[src/hw/rtl/dpls_pkg.sv]
// shared types, constants and pattern helper functions for the dash line splitter
package dpls_pkg;

	localparam int COORD_W = 24;
	localparam int CFG_W = 24;
	localparam int LEN_W = 25;
	localparam int PERIOD_W = 27;
	localparam int QUOT_W = 25;
	localparam int PROD_W = PERIOD_W + QUOT_W;
	localparam int CFG_IDX_W = 3;
	localparam int PATTERN_PAIRS_DEF = 3;
	localparam int MAX_SEGMENTS_DEF = 64;

	localparam logic [LEN_W-1:0] LEN_ONE = 25'd64;
	localparam logic [CFG_W-1:0] LEN_RESET = 24'd640;

	localparam logic [1:0] CMD_MOVE = 2'd0;
	localparam logic [1:0] CMD_LINE = 2'd1;
	localparam logic [1:0] CMD_CLOSE = 2'd2;

	localparam logic [CFG_IDX_W-1:0] REG_PATTERN_COUNT = 3'd0;
	localparam logic [CFG_IDX_W-1:0] REG_DASH_A = 3'd1;
	localparam logic [CFG_IDX_W-1:0] REG_GAP_A = 3'd2;
	localparam logic [CFG_IDX_W-1:0] REG_DASH_B = 3'd3;
	localparam logic [CFG_IDX_W-1:0] REG_GAP_B = 3'd4;
	localparam logic [CFG_IDX_W-1:0] REG_DASH_C = 3'd5;
	localparam logic [CFG_IDX_W-1:0] REG_GAP_C = 3'd6;

	typedef enum logic [4:0] {
		OP_IDLE,
		OP_MOVE,
		OP_LINE_INIT,
		OP_TOTAL,
		OP_EMIT_TAIL,
		OP_SHORT_END,
		OP_TAIL_END,
		OP_SKIP_DIV,
		OP_MUL_KP,
		OP_SKIP_APPLY,
		OP_SET_ND,
		OP_MUL_INTERP,
		OP_DIV_INTERP,
		OP_STORE,
		OP_EMIT_CUT,
		OP_CUT_APPLY,
		OP_TAKE_N,
		OP_DRAIN
	} dp_op_t;

	typedef struct packed {
		dp_op_t op;
		logic use_start;
		logic axis_y;
	} dp_cmd_t;

	typedef struct packed {
		logic short_line;
		logic loop_go;
		logic skip_ok;
		logic div_busy;
		logic drain_done;
	} dp_stat_t;

	typedef logic [2:0][CFG_W-1:0] len_tab_t;

	function automatic logic [1:0] pairs_used(logic [1:0] cnt, int pairs);
		logic [1:0] c;
		c = cnt;
		if (c == 2'd0) c = 2'd1;
		if (int'(c) > pairs) c = 2'(pairs);
		return c;
	endfunction

	function automatic logic [CFG_W-1:0] dash_of(logic [1:0] idx, len_tab_t tab, int pairs);
		logic [CFG_W-1:0] v;
		v = tab[0];
		if (int'(idx) < pairs && idx != 2'd3) v = tab[idx];
		if (v == '0) v = CFG_W'(1);
		return v;
	endfunction

	function automatic logic [CFG_W-1:0] gap_of(logic [1:0] idx, len_tab_t tab, int pairs);
		logic [CFG_W-1:0] v;
		v = tab[0];
		if (int'(idx) < pairs && idx != 2'd3) v = tab[idx];
		return v;
	endfunction

	// (idx + 1) mod used, used is 1..3
	function automatic logic [1:0] next_index(logic [1:0] idx, logic [1:0] used);
		logic [2:0] v;
		v = {1'b0, idx} + 3'd1;
		for (int i = 0; i < 4; i++) begin
			if (v >= {1'b0, used}) v = v - {1'b0, used};
		end
		return v[1:0];
	endfunction

	function automatic logic [PERIOD_W-1:0] period_len(logic [1:0] cnt, len_tab_t dash,
			len_tab_t gap, int pairs);
		logic [PERIOD_W-1:0] s;
		logic [1:0] used;
		s = '0;
		used = pairs_used(cnt, pairs);
		for (int i = 0; i < 3; i++) begin
			if (i < int'(used)) begin
				s = s + PERIOD_W'(dash_of(2'(i), dash, pairs)) + PERIOD_W'(gap_of(2'(i), gap, pairs));
			end
		end
		return s;
	endfunction

endpackage

[src/hw/rtl/dpls_ctrl.sv]
// controller: sequences the line walk, the shared divider and the result drain
module dpls_ctrl (
	input  logic                clk,
	input  logic                arst_n,
	input  logic                in_valid,
	input  logic [1:0]          cmd,
	output logic                in_ready,
	output dpls_pkg::dp_cmd_t   ctl,
	input  dpls_pkg::dp_stat_t  stat
);

	typedef enum logic [4:0] {
		S_IDLE, S_TOTAL, S_CHECK, S_SHORT_EMIT, S_SHORT_END, S_LOOP, S_TAIL_EMIT,
		S_TAIL_END, S_SKIP_DIV, S_SKIP_WAIT, S_SKIP_MUL, S_SKIP_APPLY, S_SET_ND,
		S_MUL_X, S_DIV_X, S_WAIT_X, S_STORE_X, S_MUL_Y, S_DIV_Y, S_WAIT_Y, S_STORE_Y,
		S_TAKE_N, S_EMIT_CUT, S_CUT_APPLY, S_DRAIN
	} state_t;

	state_t state_q;
	logic skip_q;

	assign in_ready = state_q == S_IDLE;

	always_ff @(posedge clk or negedge arst_n) begin
		if (!arst_n) begin
			state_q <= S_IDLE;
			skip_q <= 1'b0;
		end else begin
			case (state_q)
				S_IDLE: begin
					if (in_valid && (cmd == dpls_pkg::CMD_LINE || cmd == dpls_pkg::CMD_CLOSE)) begin
						state_q <= S_TOTAL;
					end
				end
				S_TOTAL: state_q <= S_CHECK;
				S_CHECK: state_q <= stat.short_line ? S_SHORT_EMIT : S_LOOP;
				S_SHORT_EMIT: state_q <= S_SHORT_END;
				S_SHORT_END: state_q <= S_DRAIN;
				S_LOOP: begin
					if (!stat.loop_go) begin
						state_q <= S_TAIL_EMIT;
					end else if (stat.skip_ok) begin
						// past the cap: jump whole periods at once
						skip_q <= 1'b1;
						state_q <= S_SKIP_DIV;
					end else begin
						skip_q <= 1'b0;
						state_q <= S_SET_ND;
					end
				end
				S_TAIL_EMIT: state_q <= S_TAIL_END;
				S_TAIL_END: state_q <= S_DRAIN;
				S_SKIP_DIV: state_q <= S_SKIP_WAIT;
				S_SKIP_WAIT: if (!stat.div_busy) state_q <= S_SKIP_MUL;
				S_SKIP_MUL: state_q <= S_SKIP_APPLY;
				S_SKIP_APPLY: state_q <= S_MUL_X;
				S_SET_ND: state_q <= S_MUL_X;
				S_MUL_X: state_q <= S_DIV_X;
				S_DIV_X: state_q <= S_WAIT_X;
				S_WAIT_X: if (!stat.div_busy) state_q <= S_STORE_X;
				S_STORE_X: state_q <= S_MUL_Y;
				S_MUL_Y: state_q <= S_DIV_Y;
				S_DIV_Y: state_q <= S_WAIT_Y;
				S_WAIT_Y: if (!stat.div_busy) state_q <= S_STORE_Y;
				S_STORE_Y: state_q <= skip_q ? S_TAKE_N : S_EMIT_CUT;
				S_TAKE_N: state_q <= S_LOOP;
				S_EMIT_CUT: state_q <= S_CUT_APPLY;
				S_CUT_APPLY: state_q <= S_LOOP;
				S_DRAIN: if (stat.drain_done) state_q <= S_IDLE;
				default: state_q <= S_IDLE;
			endcase
		end
	end

	always_comb begin
		ctl.op = dpls_pkg::OP_IDLE;
		ctl.use_start = cmd == dpls_pkg::CMD_CLOSE;
		ctl.axis_y = 1'b0;
		case (state_q)
			S_IDLE: begin
				if (in_valid && cmd == dpls_pkg::CMD_MOVE) ctl.op = dpls_pkg::OP_MOVE;
				else if (in_valid && (cmd == dpls_pkg::CMD_LINE || cmd == dpls_pkg::CMD_CLOSE))
					ctl.op = dpls_pkg::OP_LINE_INIT;
			end
			S_TOTAL: ctl.op = dpls_pkg::OP_TOTAL;
			S_SHORT_EMIT, S_TAIL_EMIT: ctl.op = dpls_pkg::OP_EMIT_TAIL;
			S_SHORT_END: ctl.op = dpls_pkg::OP_SHORT_END;
			S_TAIL_END: ctl.op = dpls_pkg::OP_TAIL_END;
			S_SKIP_DIV: ctl.op = dpls_pkg::OP_SKIP_DIV;
			S_SKIP_MUL: ctl.op = dpls_pkg::OP_MUL_KP;
			S_SKIP_APPLY: ctl.op = dpls_pkg::OP_SKIP_APPLY;
			S_SET_ND: ctl.op = dpls_pkg::OP_SET_ND;
			S_MUL_X: ctl.op = dpls_pkg::OP_MUL_INTERP;
			S_DIV_X: ctl.op = dpls_pkg::OP_DIV_INTERP;
			S_STORE_X: ctl.op = dpls_pkg::OP_STORE;
			S_MUL_Y: begin
				ctl.op = dpls_pkg::OP_MUL_INTERP;
				ctl.axis_y = 1'b1;
			end
			S_DIV_Y: ctl.op = dpls_pkg::OP_DIV_INTERP;
			S_STORE_Y: begin
				ctl.op = dpls_pkg::OP_STORE;
				ctl.axis_y = 1'b1;
			end
			S_TAKE_N: ctl.op = dpls_pkg::OP_TAKE_N;
			S_EMIT_CUT: ctl.op = dpls_pkg::OP_EMIT_CUT;
			S_CUT_APPLY: ctl.op = dpls_pkg::OP_CUT_APPLY;
			S_DRAIN: ctl.op = dpls_pkg::OP_DRAIN;
			default: ctl.op = dpls_pkg::OP_IDLE;
		endcase
	end

endmodule

[config.mk]
export PLATFORM = sky130hd
export DESIGN_NAME = dpls_ctrl
export DESIGN_NICKNAME = d
export VERILOG_FILES = /design/src/hw/rtl/dpls_pkg.sv /design/src/hw/rtl/dpls_ctrl.sv
export SDC_FILE = /design/constraint.sdc
export NUM_CORES = 1
export LEC_CHECK = 0
export BUFFER_PORTS_ARGS = -buffer_cell sky130_fd_sc_hd__buf_2
export CORE_MARGIN = 4
export CORE_UTILIZATION = 50
export DETAILED_ROUTE_END_ITERATION = 7
export PLACE_DENSITY = 0.8
export SETUP_SLACK_MARGIN = 0.3
export SLEW_MARGIN = 20
export SYNTH_ARGS = -nofsm -noshare
export SYNTH_HDL_FRONTEND = slang
export SYNTH_SLANG_ARGS = --single-unit
[constraint.sdc]
create_clock -name clk -period 2.2 [get_ports clk]
set_input_delay 0.22 -clock clk [delete_from_list [all_inputs] [get_ports clk]]
set_output_delay 0.22 -clock clk [all_outputs]
set_load 0.01 [all_outputs]
; ---- Word level (Yosys, flattened, before mapping)
; Cells that the tools add are included.
[word_totals]
ff_bits = 6
latchBits = 0
ramBits = 0
rom_bits = 0
input_bits = 10
elab_cells = 63
memories = 0
[classes]
addsub = 0
mul = 0
div_mod_pow = 0
n_lt_le_gt_ge = 0
eq_ne = 31
n_shift = 0
n_mux = 15
bitwise_logic = 0
reduce_logical = 15
[ops]
columns = operator, count
row1 = $pmux 5 s22, 1
row2 = $pmux 5 s16, 1
row3 = $eq 5x5->1 const B, 9
row4 = $eq 5x4->1 const B, 8
row5 = $mux 5, 5
row6 = $eq 5x3->1 const B, 4
row7 = $reduce_or 2->1, 8
row8 = $eq 5x2->1 const B, 2
row9 = $ne 2x2->1 const B, 4
row10 = $mux 2, 3
row11 = $mux 3, 2
row12 = $eq 5x1->1 const B, 1
row13 = $logic_not 5->1, 1
row14 = $reduce_and 5->1, 1
row15 = $mux 4, 1
row16 = $eq 2x1->1 const B, 1
row17 = $eq 2x2->1 const B, 1
row18 = $logic_and 1x1->1, 2
row19 = $logic_not 2->1, 1
row20 = $mux 1, 2
row21 = $ne 2x1->1 const B, 1
row22 = $reduce_and 2->1, 1
row23 = $logic_or 1x1->1, 1

; ---- Depth between registers and ports, before layout
[depth]
word_depth = 6
depth_mapped = 6
ltp_nobuf = 6

; ---- Least setup slack after synthesis
; No wires, ideal clock.
[synth_path]
kind = reg2out
start = register state_q[0]
end = output ctl[4] (netlist bit)
arrival_ns = 1.362
required_ns = 1.980
setup_slack_ns = 0.618
path_stages_with_launch = 7
cell_sequence = dfrtp_1 -> buf_2 -> buf_2 -> buf_2 -> nor3_1 -> a21oi_1 -> o22ai_1
[synth_rtl]
columns = item, line_no
row1 = "start, declared", dpls_ctrl.sv:19  ; state_t state_q;
row2 = "start signal, assigned", dpls_ctrl.sv:36  ; S_CHECK: state_q <= stat.short_line ? S_SHORT_EMIT : S_LOOP;
row3 = "start signal, assigned", dpls_ctrl.sv:65  ; S_STORE_Y: state_q <= skip_q ? S_TAKE_N : S_EMIT_CUT;
row4 = "end, declared", dpls_ctrl.sv:8  ; output dpls_pkg::dp_cmd_t ctl,

==> out/summary.txt <==
Status: finished, final reports clean
Synth unique cells: 44
Congestion Overflow GR: 0
Synth top area cells: dfrtp_1 19%, o21ai_0 6.9%, a21oi_1 5.0%
R2r setup slk: 0.48 ns
Tcrit/Tclk final: 0.818
Cts bufs inserted: 3
Die Ht: 47.8 µm
Total die area: 2290 µm²
Clock Skew: 0.00736 ns
Antenna-violating nets left: 0
Pre-antenna DRT Iters: 4
Mapped Area: 793 µm²
Gpl congestion: 0.862
TritonCTS clock tree: built
Root buf cell: clkbuf_4
Register bit total from synthesis: 6
Initial cell density of the core: 0.527
Post-Synthesis Cells: 110
Maxcap violations: 0
Critical path origin: state_q[2]
Routed vias/inst: 6.12
Vias in the first global route: 738
Top FF cell, synth: dfrtp_1
Crit Path Max Fanout: 16
Clock buffer depth: 2
P_int: 736 µW
Sw Pwr: 757 µW
Unrepaired setup endpoints after global routing: false
Max_slew headroom: 0.789
First-pass GRT wire length: 3.13 mm
Core footprint: 1510 µm²
Hpwl dp: 1.50 mm
Reg-to-reg critical path startpoint: state_q[4]
Largest net degree at the start of global routing: 21
CP Class: flop to primary output
Nets@finish: 140
Via Count: 869
CP required: 1.98 ns
Max H-tree Level: 1
Yosys top cell by area: dfrtp_1
WP data arrival: 1.58 ns
Yosys top cell area share: 0.189
Mean post-synth cell area: 7.21 µm²
PortBufs: 17
Ys async rst share: 1.00
Area Growth Syn to Fin: 17.2%
Iter 0 DRT Violations: 31
Seq pwr share: 0.191
Global Route Usage Sum: 0.195
Share of cells above drive strength 1: 0.286
Die X: 47.8 µm
Worst skew pair latency: 0.24 ns
Pwr dens: 1610 nW/µm²
Worst-case reg-to-reg path depth: 5
Fmax: 555 MHz
Final Util: 0.617
Synth warn: 0
Seq/Total Area, Yosys: 0.189
Ant diodes: 0
Comb power frac: 0.743
Crit path capture type: primary output
Worst Setup EP: ctl[2]
# clock sinks: 6
Post-Route Setup TNS: 0 ns
Avg WL per Cell: 14.1 µm
Switch share: 0.507
Leakage Power: 0.000391 µW
Syn nets: 122
Clock Power Share: 0.066
Max-slew violation count: 0
Clock transition at path regs: 0.04 ns
Number of flops mapped to enable cells by yosys: 0
Nature of the critical path startpoint: flop
# rows: 14
# setup viols final: 0
I/O pins: 18
# DRC: 0
Peak VDD IR: 0.690 mV
Initial antenna violation count: 0
Tmin final: 1.80 ns
Final hold violation count: 0
Worst Hold Class: primary input to flop
Worst Tran Pin Value: 0.315 ns
FF-to-FF End: state_q[4]
WL final: 2.01 mm
==> metrics by stage <==
stage | worst slack (ns) | total power (µW) | cells | area (µm²) | hold WS [ns]
global route | 0.316 | 1640 | 142 | 930 | 0.229
global placement | 0.562 | 1320 | 137 | 878 | 0.0468
floorplan | 0.618 | 1100 | 110 | 793 | -0.0756
CTS | 0.316 | 1450 | 141 | 912 | 0.229
finish | 0.400 | 1490 | 142 | 930 | 0.231
detailed placement | 0.526 | 1340 | 137 | 878 | 0.0468
==> synthesized netlist by cell type (all sizes together) (2+ instances only) <==
master	instances
nand4	2
inv	5
nand2b	5
ha	2
buf	9
clkbuf	2
nor2	6
nor2b	3
o21ai	12
a2bb2oi	2
nor3	6
dfrtp	6
o22ai	2
a31oi	4
a21oi	8
xor2	2
nand2	9
nand3	2
o21a	2
==> cells in the final DEF, fill, tap and decap left out, drive strengths merged, types with 2 or more instances in the layout <==
cell	n
o21a	2
nor2b	3
buf	23
nand4	2
xor2	2
a2bb2oi	2
a31oi	4
inv	5
dfrtp	6
clkbuf	3
nand3	2
o21ai	12
a21oi	8
ha	2
o22ai	2
nor3	6
nor2	6
nand2b	5
nand2	9
==> power by group through the flow <==
stage / clock (µW) / sequential (µW) / combinational (µW)
6_report: 98.6 / 285 / 1110
5_1_grt: 110 / 300 / 1230
4_1_cts: 102 / 292 / 1060
3_5_place_dp: 0 / 291 / 1050
3_3_place_gp: 0 / 290 / 1030
2_1_floorplan: 0 / 207 / 896
==> cells by family (layout without fill, tap and decap cells) <==
kind of cell / count (synthesis) / in the layout / share of synthesized area
muxes: 2 / 2 / 0.0268
adders and majority gates: 2 / 2 / 0.0315
xor gates and xnor gates: 3 / 3 / 0.0331
and+or+nand+nor: 39 / 39 / 0.268
buffers and inverters: 16 / 32 / 0.0962
DFF: 6 / 6 / 0.189
AOI/OAI and AO/OA: 42 / 42 / 0.355
==> worst max-delay path: stages, from the launching register on <==
cell      delay, ns
dfrtp_2        0.41
buf_4          0.19
nand2b_1       0.14
o21ai_0        0.10
a221oi_1       0.29
a21oi_1        0.06
buf_2          0.14
==> metal layers <==
layer	share of wire	track usage	routed length, µm	vias up
li1	-	-	-	438
met1	0.43	0.271	871	396
met2	0.49	0.314	984	35
met3	0.074	0.0677	149	0
met4	0	0	0	0
met5	0	0	0	-
==> sequential cells by signal, indices dropped and copies added (netlist names) <==
signal   cells
skip_q       1
state_q      5
==> cell type report <==
type | instances | area, µm²
Clock buffer | 3 | 22.5
Multi-Input combinational cell | 88 | 569
Tap cell | 16 | 20.0
Fill cell | 134 | 577
Inverter | 5 | 18.8
Timing Repair Buffer | 24 | 144
Sequential cell | 6 | 155
==> repair_timing <==
action,CTS,global route
endpoints found under the hold margin,6,0
gates resized for setup,1,5
endpoints found under the setup margin,2,4
hold buffers,1,0
setup buffers,0,1
==> worst min path at each step <==
stage | from | slack [ns] | cells after the start | to
after floorplan | arst_n | -0.08 | 0 | skip_q
after global placement | arst_n | 0.05 | 1 | state_q[0]
after detailed placement | arst_n | 0.05 | 1 | state_q[3]
after CTS | stat[2] | 0.23 | 2 | skip_q
after global routing | stat[2] | 0.23 | 2 | skip_q
final | stat[2] | 0.23 | 2 | skip_q
No activity file was read; power rests on OpenSTA's default activity.
